File: config.mk
export PLATFORM = sky130hd
export DESIGN_NAME = lzss_ctrl
export DESIGN_NICKNAME = d
export VERILOG_FILES = /design/src/hw/rtl/lzss_pkg.sv /design/src/hw/rtl/lzss_ctrl.sv
export SDC_FILE = /design/constraint.sdc
export NUM_CORES = 1
export LEC_CHECK = 0
export ABC_AREA = 1
export BUFFER_PORTS_ARGS = -buffer_cell sky130_fd_sc_hd__buf_4
export CAP_MARGIN = 0
export CORE_AREA = 2 2 39 41
export CTS_CLUSTER_SIZE = 24
export DETAILED_ROUTE_END_ITERATION = 8
export DIE_AREA = 0 0 41 43
export PLACE_DENSITY = 0.41
export SLEW_MARGIN = 20
export SYNTH_ARGS = -nofsm -noshare
export SYNTH_HDL_FRONTEND = slang
export SYNTH_SLANG_ARGS = --single-unit
File: constraint.sdc
create_clock -name clk_i -period 0.9 [get_ports clk_i]
set_input_delay 0.09 -clock clk_i [delete_from_list [all_inputs] [get_ports clk_i]]
set_output_delay 0.09 -clock clk_i [all_outputs]
set_load 0.01 [all_outputs]
File: src/hw/rtl/lzss_pkg.sv
// Shared constants and controller/datapath interface types for the LZSS decompressor.
`timescale 1ns / 1ps

package lzss_pkg;

  localparam int unsigned WindowDepthDef = 4096;
  // write position starts this many entries below the top of the window
  localparam int unsigned StartBackoff   = 18;
  // shortest match is three bytes; the counter holds bytes still to follow
  localparam int unsigned MinMatch       = 3;
  localparam int unsigned CountW         = 5;

  // commands from the controller to the datapath
  typedef struct packed {
    logic restart;    // return parse state and write position to reset values
    logic clr_wr;     // write zero at clear address and advance it
    logic accept;     // input transaction taken this cycle
    logic copy_step;  // write the fetched match byte, emit it, fetch the next
  } cmd_t;

  // status from the datapath to the controller
  typedef struct packed {
    logic is_high;    // the byte on the input completes a match reference
    logic copy_more;  // more match bytes after the current one
    logic clr_done;   // clear address at the top of the window
    logic out_free;   // output register can take a result this cycle
  } sts_t;

endpackage

File: src/hw/rtl/lzss_ctrl.sv
// Controller: window clear sweep, input acceptance and match copy sequencing.
`timescale 1ns / 1ps

module lzss_ctrl (
  input  logic           clk_i,
  input  logic           rst_ni,
  input  logic           in_valid_i,
  input  logic           in_last_i,
  output logic           in_ready_o,
  input  lzss_pkg::sts_t sts_i,
  output lzss_pkg::cmd_t cmd_o
);

  import lzss_pkg::*;

  localparam logic [1:0] ST_CLEAR = 2'd0;
  localparam logic [1:0] ST_RUN   = 2'd1;
  localparam logic [1:0] ST_COPY  = 2'd2;

  logic [1:0] state_q, state_d;
  logic       last_pend_q, last_pend_d;
  logic       acc;

  assign in_ready_o = (state_q == ST_RUN) && sts_i.out_free;
  assign acc        = in_valid_i && in_ready_o;

  always_comb begin
    state_d     = state_q;
    last_pend_d = last_pend_q;
    cmd_o       = '0;
    cmd_o.accept = acc;
    unique case (state_q)
      ST_CLEAR: begin
        cmd_o.clr_wr = 1'b1;
        if (sts_i.clr_done) begin
          state_d = ST_RUN;
        end
      end
      ST_RUN: begin
        if (acc) begin
          if (sts_i.is_high) begin
            state_d     = ST_COPY;
            last_pend_d = in_last_i;
          end else if (in_last_i) begin
            state_d       = ST_CLEAR;
            cmd_o.restart = 1'b1;
          end
        end
      end
      ST_COPY: begin
        if (sts_i.out_free) begin
          cmd_o.copy_step = 1'b1;
          if (!sts_i.copy_more) begin
            if (last_pend_q) begin
              state_d       = ST_CLEAR;
              cmd_o.restart = 1'b1;
            end else begin
              state_d = ST_RUN;
            end
          end
        end
      end
      default: begin
        state_d = ST_CLEAR;
        cmd_o.restart = 1'b1;
      end
    endcase
  end

  always_ff @(posedge clk_i or negedge rst_ni) begin
    if (!rst_ni) begin
      state_q     <= ST_CLEAR;
      last_pend_q <= 1'b0;
    end else begin
      state_q     <= state_d;
      last_pend_q <= last_pend_d;
    end
  end

  a_no_accept_outside_run: assert property (@(posedge clk_i) disable iff (!rst_ni)
    (state_q != ST_RUN) |-> !in_ready_o)
    else $error("input taken while clearing or copying");

  a_copy_needs_room: assert property (@(posedge clk_i) disable iff (!rst_ni)
    cmd_o.copy_step |-> sts_i.out_free)
    else $error("match byte would overwrite a pending result");

  a_clear_ends: assert property (@(posedge clk_i) disable iff (!rst_ni)
    (state_q == ST_CLEAR && sts_i.clr_done) |=> (state_q == ST_RUN))
    else $error("clear sweep did not hand over to run");

  a_no_write_clash: assert property (@(posedge clk_i) disable iff (!rst_ni)
    cmd_o.clr_wr |-> !(cmd_o.accept || cmd_o.copy_step))
    else $error("window write collides with clear sweep");

endmodule

==> Flow_metrics.wiki, run 1 <==
{| class="wikitable"
! Metric !! Value
|-
| Dominant cell type by area after synthesis || sky130_fd_sc_hd__dfrtp_1
|-
| Standby leakage power || 0.251 nW
|-
| Clock share of power || 0.206
|-
| First-iteration detailed-routing DRC count || 0
|-
| Clk_lat worst skew || 0.23 ns
|-
| Cells after synthesis || 30
|-
| Type of destination of the critical path || primary output
|-
| Avg Cell Area, Syn || 6.97 sq um
|-
| Relative slew margins || 0.824
|-
| Number of global-route vias before repair || 252
|-
| Endpoint with the worst hold slack || state_q[1]
|-
| Sw frac || 0.358
|-
| # rows || 14
|-
| Critical path's largest stage delay || 0.42 ns
|-
| Class of the tightest hold or removal check || input pin to flip-flop
|-
| Routed via count divided by cell count || 3.92
|-
| Worst reg2reg setup slack || -0.24 ns
|-
| Placer Congestion || between 0.6 and 0.7
|-
| Endpoint required time on the critical path || ~0.81 ns
|-
| Category of cells accounting for the largest share of critical-path delay || flip-flops
|-
| Worst path arrival time || roughly 1.2 ns
|-
| Number of cells on the worst reg-to-reg path || 8
|-
| Routed WL || 639 um
|-
| Combined area of all synthesized cells || approximately 210 sq um
|-
| Reg-to-reg endpoint || last_pend_q
|-
| Sum of overflow across all layers after global routing || 0
|-
| Max-cap check violation count || 0
|-
| Cell internal power dissipation || 0.738 mW
|-
| Clock Path Buffers || 2
|-
| Power per unit of standard cell area || 2320 mW/mm^2
|-
| Maximum number of pins on one net before global-route repair || 5
|-
| Max Clock Freq || 0.780 GHz
|-
| Critical R2R Launch || state_q[1]
|-
| Clock tree from TritonCTS || built
|-
| Minimum setup slack in the final design || -0.382 ns
|-
| Synthesis-stage register bit count || 3
|-
| Number of cells on the worst hold path || 3
|-
| Global-route wire length before repair || ~930 um
|-
| Final Hold Vio Count || 0
|-
| IO Count || 13
|-
| Final Core Density || 0.358
|-
| Core region area || 0.00138 sq mm
|-
| Final HPWL DP || roughly 480 um
|-
| DRC || 0
|-
| Die area || 0.00176 sq mm
|-
| Net switching power of the design || roughly 0.41 mW
|-
| Detail Route met2 WL || between 300 and 400 um
|-
| Clock transition at the registers of the reported paths || 0.04 ns
|-
| Result of the run || complete, but fails checks
|-
| Met3 wire len || 35 um
|-
| Combinational Power Share || 0.563
|-
| Wire length on met1 || 222 um
|-
| Yosys warns || 0
|-
| Hold path startpoint || sts_i[3]
|-
| Total routing usage reported by global routing || 0.0854
|-
| Net count of the finished layout || 64
|-
| Type of the worst setup path || flip-flop to primary output
|-
| Layout-stage area growth over the synthesis result || 137%
|-
| Wire length per cell after detailed routing || 9.00 um
|-
| Nets in the synthesized netlist || 38
|-
| Buffers and inverters on the worst path || 1
|-
| Clock Root Buffer || sky130_fd_sc_hd__clkbuf_4
|-
| Share of cells above drive strength 1 || 0.673
|-
| Total number of clock tree sinks || 3
|-
| ANT cells || 0
|-
| Area share of the leading cell type in the synthesized netlist || 0.359
|-
| Final worst path period need || 1.28 ns
|-
| Post-route total power || approximately 1.1 mW
|-
| Overall die width || ~40 um
|-
| Peak ir drop on the vdd network || roughly 0.9 mV
|-
| Count of input and output buffers || 12
|-
| Number of vias in the routed layout || 278
|-
| Remaining antenna violation count after routing || 0
|-
| Setup repair after global routing missed its margin || yes
|-
| Highest-delay cell along the critical path || sky130_fd_sc_hd__dfrtp_2
|-
| Antenna violations before repair || 0
|-
| Worst-margin pin slew || 0.263 ns
|-
| Final setup fails || 8
|-
| Die Y || 43 um
|-
| 1st-pass router iterations || 1
|-
| Seq pwr share || 0.231
|-
| Cell chain of the critical path || nand2_1, nor3_2, a21oi_2, o31ai_4, buf_6
|-
| Sequential-to-total area share from yosys stat || 0.359
|-
| Highest layer used for signal routing || met3
|-
| Effective utilization at floorplan || 0.151
|-
| Summed area of non-filler cells in the final layout || 495 sq um
|-
| Final Cycle Share || 1.42
|-
| Distinct cell type count of the synthesized netlist || 15
|-
| Max-slew violation count || 0
|-
| Cell area after placement || 354 sq um
|-
| Number of inserted filler cells in the final layout || 156
|-
| Top post-synthesis cells by area || sky130_fd_sc_hd__dfrtp_1, sky130_fd_sc_hd__nand2_1, sky130_fd_sc_hd__inv_1
|-
| Worst-case clock skew || about 0.00071 ns
|-
| Crit path launch type || flip-flop
|-
| Total CTS buffers || 3
|-
| Highest net fanout along the worst path || 4
|-
| CTS HTree Levels || 1
|-
| Violations in the final reports || negative setup slack
|}
==> worst max-delay path by stage <==
| stage | start | to | slack, ns | cells past startpoint |
|---|---|---|---|---|
| detailed placement | state_q[1] | cmd_o[3] | -0.13 | 5 |
| CTS | state_q[1] | cmd_o[3] | -0.39 | 5 |
| floorplan | state_q[1] | cmd_o[3] | -0.03 | 3 |
| global route | state_q[1] | cmd_o[3] | -0.44 | 5 |
| finish | state_q[1] | cmd_o[3] | -0.38 | 5 |
| global placement | state_q[1] | cmd_o[3] | -0.13 | 5 |
==> registers in the layout, indices dropped and copies added, names as in the netlist <==
| register | flops |
|---|---|
| state_q | 2 |
| last_pend_q | 1 |
==> final cells by class <==
cell class | count | area [sq um] | area share
timing repair buffer | 22 | 186 | 0.376
multi-input combinational | 20 | 158 | 0.318
sequential | 3 | 77.6 | 0.157
inverter | 6 | 27.5 | 0.0556
clock buffer | 4 | 26.3 | 0.0530
tap | 16 | 20.0 | 0.0404
==> timing repair <==
item,in CTS,in global routing
hold buffers,1,0
hold endpoints to repair,3,0
pin swaps,0,1
setup buffers,4,0
setup endpoints to repair,8,8
resized for setup,11,8
cloned,0,0
==> layout by cell type (no fill, tap or decap), drive strengths merged, types with 2 or more instances in the layout <==
| cell type | n |
|---|---|
| a21oi | 2 |
| clkbuf | 4 |
| inv | 5 |
| nor2 | 3 |
| nand2 | 8 |
| nor3 | 2 |
| buf | 21 |
| dfrtp | 3 |
==> per-stage QoR <==
stage	hold WS [ns]	worst slack [ns]	instances	TNS, ns
after floorplan	-0.206	-0.0287	30	-0.0705
after global placement	-0.118	-0.135	62	-0.473
after detailed placement	-0.118	-0.132	62	-0.409
after CTS	0.0954	-0.391	71	-1.98
after global routing	0.115	-0.442	71	-2.49
final	0.114	-0.382	71	-2.01
==> tightest hold or removal path, cell delays in order <==
cell and delay (ns):
sky130_fd_sc_hd__buf_4 0.12, sky130_fd_sc_hd__nand2_4 0.06, sky130_fd_sc_hd__nand2_2 0.04
==> metal layers <==
| metal | track usage | vias up |
|---|---|---|
| met2 | 0.128 | 7 |
| met1 | 0.0839 | 126 |
| met5 | 0 | - |
| li1 | - | 145 |
| met4 | 0.100 | 0 |
| met3 | 0.0157 | 0 |
==> cells by family (layout without fill, tap and decap cells) <==
kind of cell	count (synthesis)	count (layout)	synth area share
AOI/OAI and AO/OA	6	6	0.180
and+or+nand+nor	14	14	0.317
buffers and inverters	7	32	0.144
DFF	3	3	0.359
==> cells in the mapped netlist, drive strengths merged <==
master,instances
nor2,3
buf,1
o21ai,1
o211ai,1
o31ai,1
nor3,2
o21bai,1
dfrtp,3
nand4,1
clkinv,1
nand2,8
inv,5
a21oi,2
==> power groups by stage <==
stage | Clock [mW] | Sequential (mW) | Combinational [mW]
2_1_floorplan | 0 | 0.240 | 0.219
3_3_place_gp | 0 | 0.252 | 0.426
6_report | 0.237 | 0.265 | 0.648
3_5_place_dp | 0 | 0.252 | 0.421
5_1_grt | 0.262 | 0.274 | 0.702
4_1_cts | 0.247 | 0.249 | 0.619
(Power assumes the default switching activity.)
==> run 2, diff against run 1 <==
PLACE_DENSITY = 0.4   (was 0.41)
clock period = 1.2 ns   (was 0.9 ns; I/O delays follow)
==> run 2 against run 1 <==
The run still ends with negative setup slack left. Utilization shrank 4.2 points. Via count shrank 6.8%. First-iteration DRC count is the same. Power shrank 32%. Clock-buffer cell count is the same. Critical path depth shrank 1. Die area is the same. Worst setup slack gained 0.32 ns. Sequential cell count is the same. Critical path type unchanged. Critical endpoint unchanged. Highest routed layer unchanged.
==> Flow_metrics.wiki, run 2 (same netlist as run 1, synthesis figures left out) <==
{| class="wikitable"
! Metric !! Value
|-
| Worst-case clock skew || 0.00206 ns
|-
| Number of vias in the routed layout || around 260
|-
| Critical path's largest stage delay || 0.39 ns
|-
| Post-route total power || 0.778 mW
|-
| Total Negative Setup Slacks || -0.176 ns
|-
| Worst-margin pin slew || 0.243 ns
|-
| Number of instances in the placed design || 57
|-
| Minimum hold slack || roughly 0.14 ns
|-
| Hold path startpoint || sts_i[3]
|-
| DRC || 0
|-
| Type of destination of the critical path || primary output
|-
| Setup repair after global routing missed its margin || yes
|-
| Maximum number of pins on one net before global-route repair || 6
|-
| Antenna violations before repair || 0
|-
| Cell chain of the critical path || buf_4, a21oi_4, o31ai_2, buf_4
|-
| Highest-delay cell along the critical path || sky130_fd_sc_hd__dfrtp_1
|-
| Pre-CTS setup slack || 0.0988 ns
|-
| Highest-count cells in the layout ignoring fill and taps || sky130_fd_sc_hd__buf_4, sky130_fd_sc_hd__nand2_1, sky130_fd_sc_hd__inv_1
|-
| Number of cells on the worst reg-to-reg path || 5
|-
| Peak ir drop on the vdd network || 0.807 mV
|-
| Final HPWL DP || 401 um
|-
| Top reg by flops || state_q
|-
| Share of cells above drive strength 1 || 0.549
|-
| Reg-to-reg endpoint || state_q[0]
|-
| Cell area after placement || about 310 sq um
|-
| Routed WL || 639 um
|-
| First-iteration detailed-routing DRC count || 0
|-
| # rows || 14
|-
| Crit path launch type || flip-flop
|-
| Final worst path period need || 1.26 ns
|-
| Endpoint with the worst hold slack || state_q[1]
|-
| Post-layout instance count excluding filler cells || 67
|-
| Die area || 0.00176 sq mm
|-
| Max reg flops || 2
|-
| Category of cells accounting for the largest share of critical-path delay || flip-flops
|-
| Final Cycle Share || 1.05
|-
| Result of the run || complete, but fails checks
|-
| Critical path's most frequent cell || sky130_fd_sc_hd__buf_4
|-
| Leading cell type in the layout, fill and taps excluded || sky130_fd_sc_hd__buf_4
|-
| Max Clock Freq || 0.793 GHz
|-
| Final Core Density || 0.316
|-
| Number of global-route vias before repair || 239
|-
| Remaining antenna violation count after routing || 0
|-
| Endpoint required time on the critical path || 1.08 ns
|-
| Type of the worst setup path || flip-flop to primary output
|-
| IO Count || 13
|-
| Max-slew violation count || 0
|-
| Power per unit of standard cell area || 1780 mW/mm^2
|-
| Violations in the final reports || negative setup slack
|-
| Clock Root Buffer || sky130_fd_sc_hd__clkbuf_4
|-
| Global-route wire length before repair || 945 um
|-
| Number of cells on the worst hold path || 3
|-
| Count of input and output buffers || 12
|-
| Effective utilization at floorplan || 0.151
|-
| 1st-pass router iterations || 1
|-
| Clock transition at the registers of the reported paths || 0.04 ns
|-
| Core region area || ~0.0014 sq mm
|-
| Final Hold Vio Count || 0
|-
| Summed area of non-filler cells in the final layout || 438 sq um
|-
| Largest registers in the final layout || state_q: 2 flops, last_pend_q: 1 flops
|-
| Wire length per cell after detailed routing || 9.54 um
|-
| Clock tree from TritonCTS || built
|-
| Clk_lat worst skew || roughly 0.23 ns
|-
| Worst path arrival time || 1.14 ns
|-
| Total CTS buffers || 3
|-
| Routed via count divided by cell count || 3.87
|-
| CTS HTree Levels || 1
|-
| Net count of the finished layout || 60
|-
| Highest net fanout along the worst path || 3
|-
| Worst reg2reg setup slack || 0.12 ns
|-
| Overall die width || 41 um
|-
| Standby leakage power || 0.222 nW
|-
| Relative slew margins || 0.837
|-
| Sum of overflow across all layers after global routing || 0
|-
| Layout-stage area growth over the synthesis result || 110%
|-
| Clock Path Buffers || 2
|-
| Total number of clock tree sinks || 3
|-
| Final setup fails || 5
|-
| Critical R2R Launch || state_q[1]
|-
| Die Y || 43 um
|-
| Minimum setup slack in the final design || -0.0606 ns
|-
| Max-cap check violation count || 0
|-
| ANT cells || 0
|-
| Placer Congestion || 0.611
|-
| Number of inserted filler cells in the final layout || 151
|-
| Total routing usage reported by global routing || 0.0875
|-
| Buffers and inverters on the worst path || 2
|-
| Class of the tightest hold or removal check || input pin to flip-flop
|}
## run 2: cell count changes in the layout (fill, tap and decap cells not counted), sizes merged
cell  delta
buf      -4
## run 2: repair_timing
item | in CTS | in global routing
pin swaps | 1 | 3
resized for setup | 2 | 8
setup endpoints to repair | 1 | 5
setup buffers | 4 | 1
hold buffers | 1 | 0
gates cloned | 0 | 0
endpoints found under the hold margin | 3 | 0
## run 2: report_power, final
group | total (mW) | switching (mW) | leakage, nW | internal (mW)
logic | 0.419 | 0.202 | 0.170 | 0.217
registers | 0.181 | 0.0381 | 0.0376 | 0.143
clock network | 0.178 | 0.0532 | 0.0150 | 0.125
total | 0.778 | 0.294 | 0.222 | 0.484
## run 2: worst max path at each step
stage	startpoint	to	slack (ns)	cells after the start
6_report	state_q[1]	cmd_o[3]	-0.06	4
3_3_place_gp	state_q[1]	cmd_o[3]	0.09	4
2_1_floorplan	state_q[1]	cmd_o[3]	0.17	3
5_1_grt	state_q[1]	cmd_o[3]	-0.13	5
4_1_cts	state_q[0]	cmd_o[3]	-0.14	4
3_5_place_dp	state_q[1]	cmd_o[3]	0.1	4
## run 2: area by class of cell
| type | count | area [sq um] | share of cell area |
|---|---|---|---|
| tap | 16 | 20.0 | 0.0457 |
| clock buffer | 4 | 26.3 | 0.0600 |
| inverter | 6 | 22.5 | 0.0514 |
| timing repair buffer | 18 | 141 | 0.323 |
| sequential | 3 | 75.1 | 0.171 |
| multi-input combinational | 20 | 153 | 0.349 |
## run 2: routing by layer
| metal | vias up | share of wire | track usage |
|---|---|---|---|
| li1 | 137 | - | - |
| met3 | 0 | 0.056 | 0.0628 |
| met5 | - | 0 | 0 |
| met1 | 117 | 0.43 | 0.110 |
| met2 | 5 | 0.52 | 0.100 |
| met4 | 0 | 0 | 0.0600 |
## run 2: worst reg2reg max path, delay by kind of cell, from the launching register on
family	cells	cell delay (ns)
compound gates	2	0.24
buf+inv	2	0.30
flops	1	0.39
simple gates	1	0.08
==> run 3, diff against run 2 <==
clock period = 1.5 ns   (was 1.2 ns; I/O delays follow)
==> run 3 against run 2 <==
The run now ends clean. Sequential power decreased by 16%. Critical path depth unchanged. Non-clock buffer count decreased by 5. Clock skew increased by 0.0012 ns. Largest cell class unchanged.
==> Flow_metrics.wiki, run 3 (same netlist as run 1, synthesis figures left out) <==
{| class="wikitable"
! Metric !! Value
|-
| Type of the worst setup path || flip-flop to primary output
|-
| Final Hold Vio Count || 0
|-
| 1st-pass router iterations || 4
|-
| Global routing usage on met2 || 0.0844
|-
| Class of the tightest hold or removal check || input pin to flip-flop
|-
| Type of destination of the critical path || primary output
|-
| Power per unit of standard cell area || 1440 mW/mm^2
|-
| Maximum number of pins on one net before global-route repair || 7
|-
| Clock Root Buffer || sky130_fd_sc_hd__clkbuf_4
|-
| Highest-count cells in the layout ignoring fill and taps || sky130_fd_sc_hd__buf_4, sky130_fd_sc_hd__nand2_1, sky130_fd_sc_hd__inv_1
|-
| Overall die width || roughly 41 um
|-
| Core region area || approximately 0.0014 sq mm
|-
| # rows || 14
|-
| Net count of the finished layout || 55
|-
| Max reg flops || 2
|-
| Met1 routing resource usage after global routing || 0.100
|-
| Result of the run || finished clean
|-
| Most congested layer reported by global routing || met1
|-
| Final worst path period need || 1.37 ns
|-
| Global-route wire length before repair || 848 um
|-
| Standby leakage power || 0.191 nW
|-
| Cell area after placement || between 300 and 400 sq um
|-
| Routed via count divided by cell count || 3.84
|-
| Largest registers in the final layout || state_q: 2 flops, last_pend_q: 1 flops
|-
| Critical R2R Launch || state_q[1]
|-
| Final setup fails || 0
|-
| Antenna violations before repair || 0
|-
| Total CTS buffers || 3
|-
| Number of global-route vias before repair || roughly 220
|-
| Share of cells above drive strength 1 || 0.391
|-
| Summed area of non-filler cells in the final layout || 348 sq um
|-
| Number of cells on the worst reg-to-reg path || 6
|-
| Worst-margin pin slew || about 0.22 ns
|-
| Endpoint required time on the critical path || between 1 and 1.5 ns
|-
| Max-cap check violation count || 0
|-
| Leading cell type in the layout, fill and taps excluded || sky130_fd_sc_hd__buf_4
|-
| Total Negative Setup Slacks || 0 ns
|-
| Clock transition at the registers of the reported paths || roughly 0.040 ns
|-
| Crit path launch type || flip-flop
|-
| Count of input and output buffers || 12
|-
| Placer Congestion || 0.664
|-
| DRC || 0
|-
| First-iteration detailed-routing DRC count || 5
|-
| Clock Path Buffers || 2
|-
| Setup repair after global routing missed its margin || no
|-
| Sum of overflow across all layers after global routing || 0
|-
| Layout-stage area growth over the synthesis result || 66.5%
|-
| Routed WL || 507 um
|-
| Remaining antenna violation count after routing || 0
|-
| Max-slew violation count || 0
|-
| Effective utilization at floorplan || 0.151
|-
| Highest net fanout along the worst path || 5
|-
| Endpoint with the worst hold slack || state_q[1]
|-
| IO Count || 13
|-
| Relative slew margins || 0.854
|-
| Cts repair resizes || 0
|-
| Clock tree from TritonCTS || built
|-
| Number of cells on the worst hold path || 3
|-
| Total number of clock tree sinks || 3
|-
| Wire length per cell after detailed routing || 8.18 um
|-
| Top reg by flops || state_q
|-
| Reg-to-reg endpoint || last_pend_q
|-
| Total routing usage reported by global routing || 0.0794
|-
| Die area || 0.00176 sq mm
|-
| ANT cells || 0
|-
| Final HPWL DP || 410 um
|-
| CTS HTree Levels || 1
|-
| Final Cycle Share || 0.910
|-
| Hold path startpoint || sts_i[3]
|-
| Clk_lat worst skew || 0.23 ns
|-
| Die Y || 43 um
|-
| Max Clock Freq || 0.733 GHz
|-
| Worst reg2reg setup slack || 0.51 ns
|-
| Worst-case clock skew || 0.00329 ns
|-
| Worst path arrival time || 1.22 ns
|-
| Global-route met3 utilization || 0.0628
|-
| Number of vias in the routed layout || 238
|-
| Peak ir drop on the vdd network || 0.520 mV
|}
-- run 3: changes by cell type in the layout (fill, tap and decap cells not counted), sizes merged --
cell / before / now
buf: 17 / 12
-- run 3: area by class of cell --
type | count | area [sq um]
Inverter | 6 | 22.5
Clock buffer | 4 | 26.3
Fill cell | 157 | 1040
Sequential cell | 3 | 75.1
Timing Repair Buffer | 13 | 100
Tap cell | 16 | 20.0
Multi-Input combinational cell | 20 | 104
-- run 3: worst max-delay path by stage --
| stage | slack (ns) | start | to |
|---|---|---|---|
| 6_report | 0.13 | state_q[1] | cmd_o[3] |
| 5_1_grt | 0.002 | state_q[1] | cmd_o[3] |
| 4_1_cts | 0.11 | state_q[1] | cmd_o[3] |
| 3_5_place_dp | 0.38 | state_q[1] | cmd_o[3] |
| 3_3_place_gp | 0.36 | state_q[1] | cmd_o[3] |
| 2_1_floorplan | 0.44 | state_q[1] | cmd_o[3] |
-- run 3: metal layers --
layer | vias to the layer above | wire (um)
met1 | 104 | 238
met3 | 0 | 36
met4 | 0 | 0
met2 | 7 | 232
met5 | - | 0
li1 | 127 | -
-- run 3: worst max-delay path, stage by stage, from the launching register on --
cell and delay (ns):
sky130_fd_sc_hd__dfrtp_1 0.42, sky130_fd_sc_hd__inv_2 0.09, sky130_fd_sc_hd__nand4_2 0.10, sky130_fd_sc_hd__o31ai_1 0.21
sky130_fd_sc_hd__buf_4 0.16
-- run 3: where the power goes --
part	switching [mW]	internal, mW
Combinational	0.103	0.104
Sequential	0.0379	0.114
Clock	0.0426	0.0998
Total	0.183	0.318
-- run 3: repair_timing --
action,in CTS,in global routing
buffers inserted,0,0
hold buffers,1,0
hold endpoints to repair,3,0
-- run 3: per-stage QoR --
stage,power (mW),util,hold WS (ns),worst slack (ns),cells
finish,0.501,0.251,0.155,0.135,62
detailed placement,0.360,0.225,-0.0564,0.381,57
global placement,0.365,0.225,-0.0571,0.364,57
global route,0.560,0.251,0.160,0.00211,62
floorplan,0.272,-,-0.146,0.437,30
CTS,0.518,0.251,0.147,0.114,62
